**src/sv/pbcf_sqrt.sv**
```systemverilog
// Pipelined floor square root, one root bit per stage.
module pbcf_sqrt #(
    parameter int RT_W = 32,
    parameter int SB_W = 1
) (
    input  logic              aclk,
    input  logic              aresetn,
    input  logic              en,
    input  logic              in_vld,
    input  logic [2*RT_W-1:0] radicand,
    input  logic [SB_W-1:0]   sb_in,
    output logic              out_vld,
    output logic [RT_W-1:0]   root,
    output logic [SB_W-1:0]   sb_out
);
    localparam int IN_W = 2 * RT_W;

    logic [RT_W+1:0] rem_reg   [RT_W];
    logic [RT_W+1:0] rem_next  [RT_W];
    logic [IN_W-1:0] x_reg     [RT_W];
    logic [IN_W-1:0] x_next    [RT_W];
    logic [RT_W-1:0] root_reg  [RT_W];
    logic [RT_W-1:0] root_next [RT_W];
    logic [SB_W-1:0] sb_reg    [RT_W];
    logic            vld_reg   [RT_W];

    genvar i;
    for (i = 0; i < RT_W; i++) begin : g_stage
        logic [RT_W+1:0] rem_src;
        logic [IN_W-1:0] x_src;
        logic [RT_W-1:0] root_src;
        logic [SB_W-1:0] sb_src;
        logic            vld_src;
        logic [RT_W+3:0] rem_sh;
        logic [RT_W+3:0] trial;
        logic [RT_W+3:0] rem_sub;
        logic            take;

        if (i == 0) begin : g_first
            assign rem_src  = '0;
            assign x_src    = radicand;
            assign root_src = '0;
            assign sb_src   = sb_in;
            assign vld_src  = in_vld;
        end else begin : g_rest
            assign rem_src  = rem_reg[i-1];
            assign x_src    = x_reg[i-1];
            assign root_src = root_reg[i-1];
            assign sb_src   = sb_reg[i-1];
            assign vld_src  = vld_reg[i-1];
        end

        assign rem_sh       = {rem_src, x_src[IN_W-1 -: 2]};
        assign trial        = {2'b00, root_src, 2'b01};
        assign rem_sub      = rem_sh - trial;
        assign take         = (rem_sh >= trial);
        assign rem_next[i]  = take ? rem_sub[RT_W+1:0] : rem_sh[RT_W+1:0];
        assign x_next[i]    = x_src << 2;
        assign root_next[i] = RT_W'({root_src, take});

        always_ff @(posedge aclk) begin
            if (!aresetn) begin
                vld_reg[i] <= 1'b0;
            end else if (en) begin
                vld_reg[i] <= vld_src;
            end
        end

        always_ff @(posedge aclk) begin
            if (en) begin
                rem_reg[i]  <= rem_next[i];
                x_reg[i]    <= x_next[i];
                root_reg[i] <= root_next[i];
                sb_reg[i]   <= sb_src;
            end
        end
    end

    assign out_vld = vld_reg[RT_W-1];
    assign root    = root_reg[RT_W-1];
    assign sb_out  = sb_reg[RT_W-1];

endmodule

```
**config.mk**
```make
export PLATFORM = sky130hd
export DESIGN_NAME = pbcf_sqrt
export DESIGN_NICKNAME = d
export VERILOG_FILES = /design/src/sv/pbcf_sqrt.sv
export SDC_FILE = /design/constraint.sdc
export NUM_CORES = 2
export LEC_CHECK = 0
export BUFFER_PORTS_ARGS = -buffer_cell sky130_fd_sc_hd__buf_2
export CAP_MARGIN = 25
export CORE_ASPECT_RATIO = 1.5
export CORE_MARGIN = 3
export CORE_UTILIZATION = 37
export CTS_BUF_LIST = sky130_fd_sc_hd__clkbuf_4 sky130_fd_sc_hd__clkbuf_8 sky130_fd_sc_hd__clkbuf_16
export DETAILED_ROUTE_END_ITERATION = 8
export PLACE_DENSITY = 0.65
export SETUP_SLACK_MARGIN = 0.15
export SLEW_MARGIN = 15
export SYNTH_ARGS = -nofsm -noshare
export SYNTH_HDL_FRONTEND = slang
export SYNTH_MEMORY_MAX_BITS = 65536
export SYNTH_SLANG_ARGS = --single-unit
```
**constraint.sdc**
```tcl
create_clock -name aclk -period 3.2 [get_ports aclk]
set_input_delay 0.48 -clock aclk [delete_from_list [all_inputs] [get_ports aclk]]
set_output_delay 0.48 -clock aclk [all_outputs]
set_load 0.005 [all_outputs]
```
==> flow_metrics.py <==
metrics = {
    "hold_path": {
        "hold_path_class": "in -> reg",
    },
    "synth": {
        "synth-edff-count": 2586,
        "synthFlopType": "edfxtp_1",
        "synth_top_area_share_pct": 64.73,
        "netlist_instances": 9274,
        "ys_seq_area_share_pct": 64.74,
        "synth_compound_area_share_pct": 9.676,
        "synth_area_per_cell_um2": 12.94,
        "synth.area.mux_share_pct": 0.6852,
        "netlist_area_um2": 120000,
        "syn_nets": 9905,
        "synth_adder_area_share_pct": 5.861,
        "synth-xor-area-share_pct": 6.168,
        "yosys_warnings": 0,
        "ys_types": 94,
        "synth_simple_gate_area_share_pct": 10.06,
        "synthTopCellsByCount": "edfxtp_1, inv_1, a21oi_1, nand2_1, nor2_1",
        "synth_area_leader_cell": "edfxtp_1",
        "synth.top_cells.by_area": "edfxtp_1, ha_1, xor2_1",
        "async_reset_ff_share_pct": 0,
        "synth_most_common_cell": "edfxtp_1",
        "synth_top_family_by_area": "simple AND/OR/NAND/NOR gates",
        "ys_seq_elements": 2587,
    },
    "drt": {
        "drt-total-wl_mm": 277.2,
        "vias": 77952,
        "drc": 0,
        "via_per_inst": 5.123,
        "first_pass_iters": 7,
        "ant_nets": 0,
        "drtIter0Drc": 3996,
        "wl_per_cell_um": 18.22,
    },
    "grt": {
        "antenna_found_initial": 3,
        "gr-total-overflow": 0,
        "grt_max_degree": 124,
        "grtUsageTotal_pct": 15.85,
        "grt_pass1_wl_mm": 422.5,
        "grt_pass1_vias": 80407,
    },
    "timing": {
        "max_freq_ghz": 0.3022,
        "worstMarginPinSlew_ns": 0.7659,
        "min_period_ns": 3.309,
        "fin_skew_ns": 0.07943,
        "setup_viol": 48,
        "maxSlewViolCount": 0,
        "final_hold_viol_count": 0,
        "fin_crit_sh_pct": 103.4,
        "fin_ws_ns": -0.1089,
        "max-slew-margin-rel_pct": 48.47,
        "rsz0062_at_grt": "yes",
    },
    "power": {
        "pwr_density_cell_nw_per_um2": 684.4,
        "ir_worst_vdd_uv": 526.0,
        "p_total_mw": 103.0,
        "leakagePower_nw": 58.20,
    },
    "setup_path": {
        "cp_max_fo": 7,
        "cp-end-kind": "flip-flop",
        "critical_path.cell_chain": "inv_2 -> ha_4 -> a21oi_2 -> o21ai_2 -> or4_4 -> nor3_4 -> buf_6 -> nor3_4 -> a211o_1 -> a31o_4 -> buf_12 -> buf_12 -> buf_16 -> nor2_4 -> a21oi_2",
        "critPathArrivalTime_ns": 3.91,
        "crit_path_max_incr_delay_ns": 0.43,
        "startpoint_type": "flip-flop",
        "worstSetupPathType": "reg -> reg",
        "required_ns": 3.80,
        "slowest_stage": "or4_4",
    },
    "floorplan": {
        "die_w_um": 470.9,
        "die_area_um2": 331300,
        "pin_count": 103,
        "core_um2": 322200,
        "floorplan.initialDensity_pct": 37.23,
        "fp-row-count": 255,
        "fp.dieH_um": 703.4,
    },
    "place": {
        "dpl.hpwl_mm": 193.9,
        "io_buffers": 102,
        "place_congestion": 0.9785,
        "post-place-ws_ns": -0.7536,
        "placed_area_um2": 133200,
    },
    "final_layout": {
        "drive_gt1_share_pct": 23.68,
        "area_growth_syn_to_layout_pct": 25.44,
        "fin_util_pct": 46.70,
        "final_cell_area_um2": 150500,
        "nets": 11392,
        "nFillCells": 27812,
        "largest_reg_flops": 1003,
    },
    "clock_tree": {
        "clockBufferDepth": 4,
        "cts_tree": "built",
        "cts.clk_slew.worst_paths_ns": 0.06,
        "clkLatencyLatePin_ns": 0.90,
        "cts_inserted_buffers": 269,
        "clock_sinks": 2587,
        "clockRootBuffer": "clkbuf_16",
        "cts_max_level": 5,
    },
    "status": {
        "outcome": "complete, but fails checks",
        "violations": "setup timing",
    },
    "job": {
        "drv_cap": 0,
    },
}
## through the flow
| step | hold WS (ns) | setup TNS [ns] | std cells |
|---|---|---|---|
| finish | 0.07590 | -2.081 | 15217 |
| global route | 0.03809 | -8.387 | 15216 |
| CTS | 0.006966 | -0.4095 | 15055 |
| global placement | 0.4005 | -51.54 | 14405 |
| floorplan | 0.4003 | -0.2237 | 9274 |
| detailed placement | 0.4045 | -55.22 | 14405 |
## report_power, final
part / leakage (nW) / switching [mW] / internal [mW]
Sequential: 24.9 / 2.84 / 42.8
Clock: 4.40 / 13.0 / 18.6
Combinational: 28.9 / 13.8 / 11.9
## cell type report
class / instances / area, um2 / share of cell area, %
Sequential cell: 2587 / 77670 / 51.61
Multi-Input combinational cell: 5801 / 44200 / 29.37
Timing Repair Buffer: 1385 / 11690 / 7.770
Clock buffer: 315 / 7252 / 4.819
Tap cell: 4240 / 5305 / 3.525
Inverter: 717 / 2696 / 1.792
Clock inverter: 163 / 1652 / 1.097
Antenna cell: 9 / 22.52 / 0.01497
## critical path, delay by kind of cell (launching register included)
| family | cells | cell delay [ns] |
|---|---|---|
| AO/OA/AOI/OAI | 5 | 0.90 |
| AND/OR/NAND/NOR | 4 | 0.86 |
| buffers and inverters | 5 | 0.66 |
| flip-flops | 1 | 0.40 |
| adder cells (fa/ha/maj) | 1 | 0.20 |
## metal layers
layer | up-vias | GRT usage [%] | wire (um)
met1 | 37808 | 14.70 | 92150
met4 | 0 | 9.708 | 19330
met5 | - | 0 | 0
met3 | 897 | 2.215 | 9864
met2 | 1892 | 32.03 | 155800
li1 | 37355 | - | -
## worst paths after layout
kind	start	end	slack, ns	cells after the start
worst min-delay path	en	x_reg[0][18]$_DFFE_PP_	0.08	1
worst min register to register	x_reg[0][146]$_DFFE_PP_	x_reg[0][210]$_DFFE_PP_	0.36	0
worst max-delay path	root_reg[28][11]$_DFFE_PP_	rem_reg[3][172]$_DFFE_PP_	-0.11	15
worst max register to register	root_reg[28][11]$_DFFE_PP_	rem_reg[3][172]$_DFFE_PP_	-0.11	15
## cells by family after synthesis
| kind of cell | count (synthesis) |
|---|---|
| fa+ha+maj | 562 |
| compound gates | 1890 |
| simple gates | 2429 |
| flops | 2587 |
| other cells | 1 |
| mux | 73 |
| xor+xnor | 844 |
| buf+inv | 888 |
## placed cells by master, fill, tap and decap left out, types with 41 or more instances in the layout
| cell type | Yosys | layout |
|---|---|---|
| a21o_1 | 253 | 252 |
| a21oi_1 | 623 | 516 |
| a21oi_2 | 1 | 95 |
| and3_1 | 83 | 80 |
| buf_12 | 0 | 61 |
| buf_2 | 9 | 103 |
| buf_4 | 0 | 1056 |
| buf_6 | 2 | 77 |
| clkbuf_16 | 0 | 286 |
| clkinv_1 | 0 | 58 |
| clkinv_2 | 0 | 45 |
| dlygate4sd3_1 | 0 | 67 |
| edfxtp_1 | 2586 | 2586 |
| ha_1 | 562 | 469 |
| ha_4 | 0 | 73 |
| inv_1 | 716 | 689 |
| mux2_2 | 65 | 44 |
| nand2_1 | 622 | 597 |
| nand2b_1 | 102 | 100 |
| nand3_1 | 177 | 160 |
| nand4_1 | 98 | 98 |
| nor2_1 | 563 | 505 |
| nor2_4 | 1 | 41 |
| nor2b_1 | 70 | 64 |
| nor3_1 | 225 | 166 |
| nor4_1 | 130 | 74 |
| o21a_1 | 110 | 108 |
| o21ai_0 | 486 | 375 |
| o21ai_1 | 5 | 58 |
| o21ai_2 | 1 | 43 |
| o21bai_1 | 51 | 49 |
| or3_1 | 105 | 81 |
| or4_1 | 60 | 41 |
| xnor2_1 | 413 | 401 |
| xor2_1 | 430 | 428 |
## timing repair
action | in CTS | in global routing
pin swaps | 160 | 229
setup buffers | 94 | 143
resized for setup | 597 | 562
hold buffers | 67 | 0
endpoints found under the hold margin | 67 | 0
setup endpoints to repair | 609 | 718
gates cloned | 11 | 10
Power figures use the tool's default switching activity.
